==> src/hdl/thermostat_setback_controller_unit_assert.svh <==
// Assertion macros shared by the thermostat setback controller RTL.
// Each macro checks on the rising edge of clk and is disabled while rst is high.
// Depends on: nothing; the user module provides clk and rst.
`ifndef THERMOSTAT_SETBACK_CONTROLLER_UNIT_ASSERT_SVH
`define THERMOSTAT_SETBACK_CONTROLLER_UNIT_ASSERT_SVH

`ifndef SYNTH
// Same-cycle implication
`define TSC_ASSERT_NOW(label, pre, post) \
  label: assert property (@(posedge clk) disable iff (rst) (pre) |-> (post)) \
    else $error("tsc assertion failed");
// Next-cycle implication
`define TSC_ASSERT_NEXT(label, pre, post) \
  label: assert property (@(posedge clk) disable iff (rst) (pre) |=> (post)) \
    else $error("tsc assertion failed");
`else
`define TSC_ASSERT_NOW(label, pre, post)
`define TSC_ASSERT_NEXT(label, pre, post)
`endif

`endif

==> src/hdl/tsc_pkg.sv <==
// Package for the thermostat setback controller: codes, constants, state types.
// Used by tsc_step and thermostat_setback_controller_unit.
`timescale 1ns / 1ps

package tsc_pkg;

  // Event codes
  typedef enum logic [2:0] {
    OP_TICK        = 3'd0,
    OP_INCREASE    = 3'd1,
    OP_DECREASE    = 3'd2,
    OP_POWER_CLICK = 3'd3,
    OP_POWER_HOLD  = 3'd4,
    OP_REMOTE_MODE = 3'd5,
    OP_REMOTE_SP   = 3'd6,
    OP_REMOTE_AWAY = 3'd7
  } op_t;

  // Configuration register indexes
  typedef enum logic [2:0] {
    CFG_MIN_SP   = 3'd0,
    CFG_MAX_SP   = 3'd1,
    CFG_HYST     = 3'd2,
    CFG_INTERVAL = 3'd3,
    CFG_SYNC     = 3'd4
  } cfg_idx_t;

  localparam int CFG_IDX_W = 3;
  localparam int CFG_DATA_W = 32;

  // All temperatures in tenths of a degree C
  localparam logic signed [12:0] STEP_TENTHS   = 13'sd5;
  localparam logic signed [13:0] FREEZE_TENTHS = -14'sd200;
  localparam logic signed [11:0] HOME_RESET    = 12'sd190;
  localparam logic signed [11:0] AWAY_RESET    = 12'sd180;

  localparam logic signed [11:0] MIN_SP_RESET   = 12'sd50;
  localparam logic signed [11:0] MAX_SP_RESET   = 12'sd300;
  localparam logic [7:0]         HYST_RESET     = 8'd5;
  localparam logic [31:0]        INTERVAL_RESET = 32'd10000;

  typedef struct packed {
    logic signed [11:0] min_sp;
    logic signed [11:0] max_sp;
    logic [7:0]         hyst;
    logic [31:0]        interval;
    logic               sync;
  } cfg_t;

  typedef struct packed {
    logic               power;
    logic               away;
    logic               heater;
    logic signed [11:0] home_sp;
    logic signed [11:0] away_sp;
    logic [31:0]        counter;
  } state_t;

  typedef struct packed {
    logic               heater_on;
    logic               power_on;
    logic               away_on;
    logic signed [11:0] active_setpoint;
    logic               heater_changed;
    logic               mode_changed;
    logic               away_changed;
    logic               setpoint_changed;
    logic               forward_to_peer;
  } result_t;

endpackage

==> src/hdl/tsc_step.sv <==
// Next-state and result logic for one thermostat event.
// Purely combinational; depends on tsc_pkg.
`timescale 1ns / 1ps

module tsc_step (
  input  tsc_pkg::cfg_t           cfg,
  input  tsc_pkg::state_t         st,
  input  tsc_pkg::op_t            operation,
  input  logic signed [11:0]      temperature,
  input  logic signed [11:0]      value,
  output tsc_pkg::state_t         st_next,
  output tsc_pkg::result_t        res
);
  import tsc_pkg::*;

  logic signed [11:0] active;
  logic signed [12:0] active13;
  logic signed [12:0] prop;
  logic               prop_en;
  logic               prop_ok;
  logic signed [13:0] temp14;
  logic signed [13:0] margin;
  logic [31:0]        cnt_inc;
  logic               power_req_en;
  logic               power_req;
  logic               mc;
  logic               ac;
  logic               sc;
  logic signed [11:0] active_next;

  assign active   = st.away ? st.away_sp : st.home_sp;
  assign active13 = {active[11], active};
  assign temp14   = {{2{temperature[11]}}, temperature};
  // temp - active + hyst; heater turns on when this is <= 0
  assign margin   = temp14 - $signed({{2{active[11]}}, active})
                  + $signed({6'b0, cfg.hyst});
  assign cnt_inc  = (st.power && (st.counter != '1)) ? st.counter + 32'd1 : st.counter;

  // Setpoint proposal source
  always_comb begin
    prop_en = 1'b0;
    prop    = {value[11], value};
    unique case (operation)
      OP_INCREASE: begin
        prop_en = st.power;
        prop    = active13 + STEP_TENTHS;
      end
      OP_DECREASE: begin
        prop_en = st.power;
        prop    = active13 - STEP_TENTHS;
      end
      OP_REMOTE_SP: prop_en = 1'b1;
      default: prop_en = 1'b0;
    endcase
  end

  assign prop_ok = prop_en && (prop != active13)
                && (prop <= $signed({cfg.max_sp[11], cfg.max_sp}))
                && (prop >= $signed({cfg.min_sp[11], cfg.min_sp}));

  // Power requests
  always_comb begin
    power_req_en = 1'b0;
    power_req    = st.power;
    unique case (operation)
      OP_POWER_CLICK: begin
        power_req_en = !st.power;
        power_req    = 1'b1;
      end
      OP_POWER_HOLD: begin
        power_req_en = 1'b1;
        power_req    = !st.power;
      end
      OP_REMOTE_MODE: begin
        power_req_en = 1'b1;
        power_req    = (value == 12'sd1);
      end
      default: power_req_en = 1'b0;
    endcase
  end

  // State update
  always_comb begin
    st_next = st;
    mc = 1'b0;
    ac = 1'b0;
    sc = 1'b0;
    if (operation == OP_TICK) begin
      st_next.counter = cnt_inc;
      if (temp14 <= FREEZE_TENTHS) begin
        st_next.heater = 1'b0;
      end else if (st.power && (cnt_inc >= cfg.interval)) begin
        if (margin <= 14'sd0) begin
          st_next.heater = 1'b1;
        end else if (temp14 >= $signed({{2{active[11]}}, active})) begin
          st_next.heater = 1'b0;
        end
        st_next.counter = '0;
      end
    end
    if (power_req_en && (power_req != st.power)) begin
      st_next.power   = power_req;
      st_next.counter = '0;
      if (!power_req) begin
        st_next.heater = 1'b0;
      end
      mc = 1'b1;
    end
    if ((operation == OP_POWER_CLICK) && st.power) begin
      st_next.away = !st.away;
      ac = 1'b1;
    end
    if ((operation == OP_REMOTE_AWAY) && ((value == 12'sd1) != st.away)) begin
      st_next.away = !st.away;
      ac = 1'b1;
    end
    if (prop_ok) begin
      sc = 1'b1;
      if (st.away) begin
        st_next.away_sp = prop[11:0];
      end else begin
        st_next.home_sp = prop[11:0];
      end
    end
  end

  assign active_next = st_next.away ? st_next.away_sp : st_next.home_sp;

  // Result of this event
  always_comb begin
    res.heater_on        = st_next.heater;
    res.power_on         = st_next.power;
    res.away_on          = st_next.away;
    res.active_setpoint  = active_next;
    res.heater_changed   = st_next.heater != st.heater;
    res.mode_changed     = mc;
    res.away_changed     = ac;
    res.setpoint_changed = sc;
    res.forward_to_peer  = cfg.sync && (mc || ac || sc)
                        && ((operation == OP_INCREASE) || (operation == OP_DECREASE)
                         || (operation == OP_POWER_CLICK) || (operation == OP_POWER_HOLD));
  end

endmodule

==> src/hdl/thermostat_setback_controller_unit.sv <==
// Thermostat setback controller: an input transaction passes through the input register, then the result register.
// Throughput one transaction per cycle; the input register and the result register
// both advance unless the result is stalled, and tsc_step is the only logic between them.
// Reset (rst, synchronous, active high) restores registers to defaults, state to
// power off, away off, heater off, setpoints 19.0/18.0 C, and empties the pipeline.
// Top level; depends on tsc_pkg, tsc_step and the assertion macro header.
`timescale 1ns / 1ps

`include "thermostat_setback_controller_unit_assert.svh"

module thermostat_setback_controller_unit (
  input  logic                               clk,
  input  logic                               rst,
  // Input transaction
  input  logic                               s_tvalid,
  output logic                               s_tready,
  // [2:0] operation, [14:3] temperature, [26:15] value, [31:27] zero
  input  logic [31:0]                        s_tdata,
  // Result transaction
  output logic                               m_tvalid,
  input  logic                               m_tready,
  // [0] heater_on, [1] power_on, [2] away_on, [14:3] active_setpoint,
  // [15] heater_changed, [16] mode_changed, [17] away_changed,
  // [18] setpoint_changed, [19] forward_to_peer, [23:20] zero
  output logic [23:0]                        m_tdata,
  // Configuration writes
  input  logic                               cfg_we,
  input  logic [tsc_pkg::CFG_IDX_W-1:0]      cfg_index,
  input  logic [tsc_pkg::CFG_DATA_W-1:0]     cfg_wdata
);
  import tsc_pkg::*;

  cfg_t               cfg;
  state_t             st;
  state_t             st_next;
  result_t            res;
  result_t            out_q;
  logic               in_valid;
  op_t                in_op;
  logic signed [11:0] in_temp;
  logic signed [11:0] in_val;
  logic               out_stall;
  logic               advance;

  assign out_stall = m_tvalid && !m_tready;
  assign advance   = in_valid && !out_stall;
  assign s_tready  = !in_valid || !out_stall;

  // Configuration registers
  always_ff @(posedge clk) begin
    if (rst) begin
      cfg.min_sp   <= MIN_SP_RESET;
      cfg.max_sp   <= MAX_SP_RESET;
      cfg.hyst     <= HYST_RESET;
      cfg.interval <= INTERVAL_RESET;
      cfg.sync     <= 1'b0;
    end else if (cfg_we) begin
      unique case (cfg_index)
        CFG_MIN_SP:   cfg.min_sp   <= cfg_wdata[11:0];
        CFG_MAX_SP:   cfg.max_sp   <= cfg_wdata[11:0];
        CFG_HYST:     cfg.hyst     <= cfg_wdata[7:0];
        CFG_INTERVAL: cfg.interval <= cfg_wdata[31:0];
        CFG_SYNC:     cfg.sync     <= cfg_wdata[0];
        default: ;
      endcase
    end
  end

  // Input register
  always_ff @(posedge clk) begin
    if (rst) begin
      in_valid <= 1'b0;
    end else if (s_tready) begin
      in_valid <= s_tvalid;
    end
  end

  always_ff @(posedge clk) begin
    if (s_tready && s_tvalid) begin
      in_op   <= op_t'(s_tdata[2:0]);
      in_temp <= s_tdata[14:3];
      in_val  <= s_tdata[26:15];
    end
  end

  tsc_step u_step (
    .cfg         (cfg),
    .st          (st),
    .operation   (in_op),
    .temperature (in_temp),
    .value       (in_val),
    .st_next     (st_next),
    .res         (res)
  );

  // Controller state, updated once per event
  always_ff @(posedge clk) begin
    if (rst) begin
      st.power   <= 1'b0;
      st.away    <= 1'b0;
      st.heater  <= 1'b0;
      st.home_sp <= HOME_RESET;
      st.away_sp <= AWAY_RESET;
      st.counter <= '0;
    end else if (advance) begin
      st <= st_next;
    end
  end

  // Result register
  always_ff @(posedge clk) begin
    if (rst) begin
      m_tvalid <= 1'b0;
    end else if (!out_stall) begin
      m_tvalid <= in_valid;
    end
  end

  always_ff @(posedge clk) begin
    if (advance) begin
      out_q <= res;
    end
  end

  assign m_tdata = {4'b0, out_q.forward_to_peer, out_q.setpoint_changed, out_q.away_changed,
                    out_q.mode_changed, out_q.heater_changed, out_q.active_setpoint,
                    out_q.away_on, out_q.power_on, out_q.heater_on};

  // Checks
  `TSC_ASSERT_NOW(a_heater_needs_power, !st.power, !st.heater)
  `TSC_ASSERT_NOW(a_counter_idle_off, !st.power, st.counter == '0)
  `TSC_ASSERT_NOW(a_result_matches_state, m_tvalid,
    (out_q.power_on == st.power) && (out_q.away_on == st.away)
    && (out_q.heater_on == st.heater))
  `TSC_ASSERT_NOW(a_forward_needs_sync, m_tvalid && out_q.forward_to_peer, cfg.sync)
  `TSC_ASSERT_NEXT(a_state_holds_on_stall, !advance, $stable(st))

endmodule

==> config.mk <==
export PLATFORM = sky130hd
export DESIGN_NAME = thermostat_setback_controller_unit
export DESIGN_NICKNAME = d
export VERILOG_FILES = /design/src/hdl/tsc_pkg.sv /design/src/hdl/tsc_step.sv /design/src/hdl/thermostat_setback_controller_unit.sv
export VERILOG_INCLUDE_DIRS = /design/src /design/src/hdl
export SDC_FILE = /design/constraint.sdc
export NUM_CORES = 1
export LEC_CHECK = 0
export ABC_CLOCK_PERIOD_IN_PS = 10350
export BUFFER_PORTS_ARGS = -buffer_cell sky130_fd_sc_hd__buf_4
export CORE_MARGIN = 2
export CORE_UTILIZATION = 50
export CTS_BUF_LIST = sky130_fd_sc_hd__clkbuf_16
export DETAILED_ROUTE_END_ITERATION = 12
export PLACE_DENSITY = 0.69
export SYNTH_ARGS = -nofsm -noshare
export SYNTH_HDL_FRONTEND = slang
export SYNTH_SLANG_ARGS = --single-unit
==> constraint.sdc <==
create_clock -name clk -period 10.35 [get_ports clk]
set_input_delay 1.035 -clock clk [delete_from_list [all_inputs] [get_ports clk]]
set_output_delay 1.035 -clock clk [all_outputs]
set_load 0.02 [all_outputs]
# After elaboration in Yosys (flattened, before gate mapping)
# Cells that the tools add are included.
[word_totals]
elab_cells = 116
inputBits = 72
out_inout_bits = 26
regBits = 173
[classes]
n_lt_le_gt_ge = 6
n_addsub = 5
n_mux = 28
eq_ne = 17
n_reduce_logical = 35
[op_table]
columns = ["op", "count"]
rows = [
  ["$mux 32", 5],
  ["$mux 12", 4],
  ["$add 32x1->32 const B", 1],
  ["$ge 32x32->1", 1],
  ["$ne 32x32->1 const B", 1],
  ["$pmux 13 s2", 1],
  ["$mux 24", 1],
  ["$eq 3x3->1 const B", 5],
  ["$add 14x9->14", 1],
  ["$le 14x1->1 const B", 1],
  ["$mux 1", 14],
  ["$add 12x4->13 const B", 1],
  ["$ge 13x12->1", 1],
  ["$le 13x12->1", 1],
  ["$logic_and 1x1->1", 13],
  ["$ne 13x12->1", 1],
  ["$sub 12x12->13", 1],
  ["$sub 12x4->13 const B", 1],
  ["$eq 12x2->1 const B", 1],
  ["$eq 3x2->1 const B", 4],
  ["$ge 12x12->1", 1],
  ["$le 12x9->1 const B", 1],
  ["$reduce_and 2->1", 6],
  ["$eq 3x1->1 const B", 2],
  ["other kinds (8)", 22],
]

# Depth between registers and ports, before layout
[logic_depth]
depth_word = 11
ltp_mapped = 25
depth_no_buf = 23

# By module
# From an unflattened synthesis, not the netlist that was laid out.
[hier_totals]
cells_unflattened = 1437
area_unflattened_um2 = 12286.8
[by_module_without_submodules]
columns = ["mod", "seq_area_each_um2", "cells_per_inst", "instances", "area_per_inst_um2"]
rows = [
  ["thermostat_setback_controller_unit", 3933.8, 595, 1, 6406.1],
  ["tsc_step", 0.0, 842, 1, 5880.6],
]

# Worst setup path after synthesis
# OpenSTA, ideal clock, no wires.
[synth_path]
kind = "register -> register"
start = "reg st[57] (netlist name)"
end = "reg out_q, in the netlist m_tdata[10] (data pin)"
n_path_buf = 3
slack_ns = 5.561
setup_ns = 0.268
stages_incl_launch_ff = 19
synth_period_minus_slack_ns = 4.789
t_arrival_ns = 4.520
required_time_ns = 10.082
cell_sequence = "dfxtp_1 buf_4 buf_2 mux2i_1 fa_1 and2b_1 o2111ai_1 a31oi_1 mux2_2 or2_2 ha_1 nand4_1 a211o_1 a311oi_1 o41ai_1 nand4b_1 clkbuf_1 o211ai_1 o211ai_1"
[synth_lines]
columns = ["item", "line_no", "text"]
rows = [
  ["to (signal assigned)", "thermostat_setback_controller_unit.sv:121", "out_q <= res;"],
  ["to (decl)", "thermostat_setback_controller_unit.sv:37", "result_t out_q;"],
]

# Worst setup path in the final report
[layout_path]
start = "reg st[57] (netlist name)"
end = "reg st[53] (netlist name)"
[layout_between]
elab_chain_cells = 8
word_cells_on_any_way = 12
cone_classes = "2 x add/sub; 2 x order compare; 1 x eq/ne; 4 x mux; 3 x reduce/logical"
[layout_lines]
columns = ["item", "line_no", "text"]
rows = [
  ["parallel branches: the longest is 7 deep, another holds $sub 12x4->13", "-", ""],
  ["$mux 24 *", "tsc_step.sv:117", "if (prop_ok) begin"],
]
# Every way passes the cells marked *.
# A chain may end at the register's enable or synchronous reset.

==> impl_metrics.json <==
{
  "min_period_ps": 6830,
  "drt_iter0_drc": 817,
  "die_h_um": 155,
  "dominantRegCellSynth": "dfxtp_1",
  "boundaryPins": 98,
  "cpLargestDelayFamily": "simple AND/OR/NAND/NOR gates",
  "slowest_stage": "mux2i_1",
  "crit_start": "st[57]",
  "synth.distinct_cells": 87,
  "hold_viol": 0,
  "overflow": 0,
  "drc_errors": 0,
  "cts_tree": "done",
  "die_w_um": 155,
  "dp.final_hpwl_mm": 22.2,
  "cp-start-kind": "flop",
  "htreeDepth": 4,
  "cts-buffers-inserted": 17,
  "drt_pass1_iterations": 5,
  "cts_resized": 0,
  "rsz0062_at_grt": "no",
  "num_rows": 55,
  "grt_pass1_vias": 9398,
  "cts.sinks": 173,
  "async_flop_share": 0,
  "nets": 1570,
  "finalSetupTns_ps": 0,
  "critPathBufInv": 4,
  "postRouteAntennaNets": 0,
  "ctsHoldBuffers": 0,
  "io_buffers": 88,
  "hold_slack_ps": 455,
  "synthCells": 1349,
  "r2r-start": "st[57]",
  "final_common_cell": "nand2_1",
  "clk_path_buf_depth": 2,
  "skew_ps": 10.4,
  "hold_start": "cfg[15]",
  "vias": 10000,
  "grt_usage": 0.256,
  "initial_core_util": 0.505,
  "synth_seq_cells": 173,
  "power_density_mw_per_mm2": 126,
  "syn_area_mm2": 0.0114,
  "leakage_nw": 5.10,
  "hp-class": "reg -> reg",
  "gp_congestion": 0.928,
  "grt_first_pass_wirelength_mm": 49.0,
  "clk-insertion-delay-late_ps": 450,
  "final_cell_mix": "183 x nand2_1, 126 x dfxtp_1, 110 x inv_1, 101 x buf_4, 90 x ha_1",
  "totalWireLength_mm": 30.3,
  "wl_per_cell_um": 17.8,
  "critPathMaxStageDelay_ps": 890,
  "grt_max_degree": 82,
  "slew_headroom": 0.218,
  "crit_path_cell_trace": "buf_4 > mux2i_1 > inv_1 > ha_1 > nand4_1 > o22ai_1 > or2_1 > nand2_1 > xnor2_1 > nor2_1 > a21oi_1 > inv_1 > ha_1 > o21a_1 > nor2_1 > a311oi_1 > o41ai_1 > nand4b_1 > nor3_1 > buf_4 > mux2i_1",
  "fmax_ghz": 0.146,
  "die_area_mm2": 0.0240,
  "maxCapViolations": 0,
  "yosys_warnings": 0,
  "critPathCaptureType": "flop",
  "ir_drop_uv": 98.4,
  "n_fill_cell": 2084,
  "antenna_found_initial": 0,
  "arrival_ps": 7200,
  "drive_gt1_frac": 0.114,
  "critical_path_peak_fanout": 20,
  "worstMarginPinSlew_ps": 1160,
  "area_growth_pct": 12.0,
  "core_area_mm2": 0.0225,
  "crit_type": "reg -> reg",
  "finalCritPeriodShare": 0.660,
  "avgSynthCellArea_um2": 8.42,
  "clk_pin_slew_ps": 70,
  "antenna_cells": 0,
  "status": "completed",
  "synth-edff-count": 47,
  "setup_violations": 0,
  "seq_area_frac_synth": 0.346,
  "maxSlewViolCount": 0,
  "vias_per_cell": 5.89,
  "cp.required_ps": 10720,
  "post-cts-setup-buffer-count": 0,
  "clockRootBuffer": "clkbuf_16"
}
## logic make-up (layout without fill, tap and decap cells)
kind of cell,after synthesis,after routing,share of synthesized area
XOR/XNOR,53,53,0.0415
AO/OA/AOI/OAI,354,354,0.215
adder cells (fa/ha/maj),93,93,0.104
flip-flops,173,173,0.346
other,1,4,0.000330
multiplexers,36,36,0.0336
buffers and inverters,179,245,0.0643
AND/OR/NAND/NOR,460,460,0.194
## registers in the layout (all words and copies together), names as in the netlist
register  count
in_temp      12
cfg          65
m_tdata      20
st           59
m_tvalid      1
in_op         3
in_val       12
in_valid      1
## final timing paths
check | end | slack, ps | cells past startpoint
max | st[53] | 3520 | 21
min | cfg[15] | 460 | 2
max reg2reg | st[53] | 3520 | 21
min reg2reg | cfg[15] | 460 | 2
## routing by layer
metal	GRT usage	share of wire	up-vias
met5	0	0	-
met4	0.0926	0.025	0
met3	0.0378	0.056	53
met2	0.389	0.44	279
met1	0.371	0.48	4704
li1	-	-	4993
## tightest hold or removal path, delay by kind of cell, from the launching register on
family | cells | cell delay [ps]
AO/OA/AOI/OAI | 1 | 50
flip-flops | 1 | 310
AND/OR/NAND/NOR | 1 | 50
## cell type report
| cell class | instances | area (µm²) | share of cell area |
|---|---|---|---|
| Clock buffer | 17 | 425 | 0.0334 |
| Clock inverter | 15 | 111 | 0.00875 |
| Inverter | 112 | 420 | 0.0330 |
| Multi-Input combinational cell | 1000 | 6720 | 0.528 |
| Sequential cell | 173 | 3930 | 0.309 |
| Tap cell | 285 | 357 | 0.0280 |
| Timing Repair Buffer | 101 | 758 | 0.0596 |
## where the power goes
group / internal [mW] / switching (mW)
combinational: 0.102 / 0.165
clock: 0.310 / 0.298
sequential: 0.714 / 0.0120
## per-stage QoR
stage	area [µm²]	instances	power (mW)	util	setup slack, ps
finish	12700	1703	1.60	0.566	3520
global route	12700	1703	1.66	0.566	2990
CTS	12700	1703	1.60	0.566	3640
detailed placement	12200	1671	1.00	0.542	3680
global placement	12200	1671	0.997	0.542	3800
floorplan	11400	1352	0.917	-	5560
## cell usage after synthesis, types with 12 or more instances
library cell  number  area (µm²)
nand2_1          183         687
dfxtp_1          126        2520
inv_1            108         405
ha_1              90        1130
a21oi_1           89         445
nor2_1            77         289
o21ai_0           56         280
nand3_1           51         255
o211ai_1          49         368
edfxtp_1          47        1410
clkbuf_1          37         139
xnor2_1           31         272
mux2i_1           30         300
nand4_1           22         138
nor3_1            22         110
xor2_1            21         184
a21o_1            20         150
a31oi_1           17         106
a22o_1            15         131
buf_2             14        70.1
nor2b_1           14        87.6
a211oi_1          13        97.6
o21a_1            13        97.6
or3_1             13        81.3
nor4_1            12        75.1
Note: power is estimated with default switching activity, not from simulation.
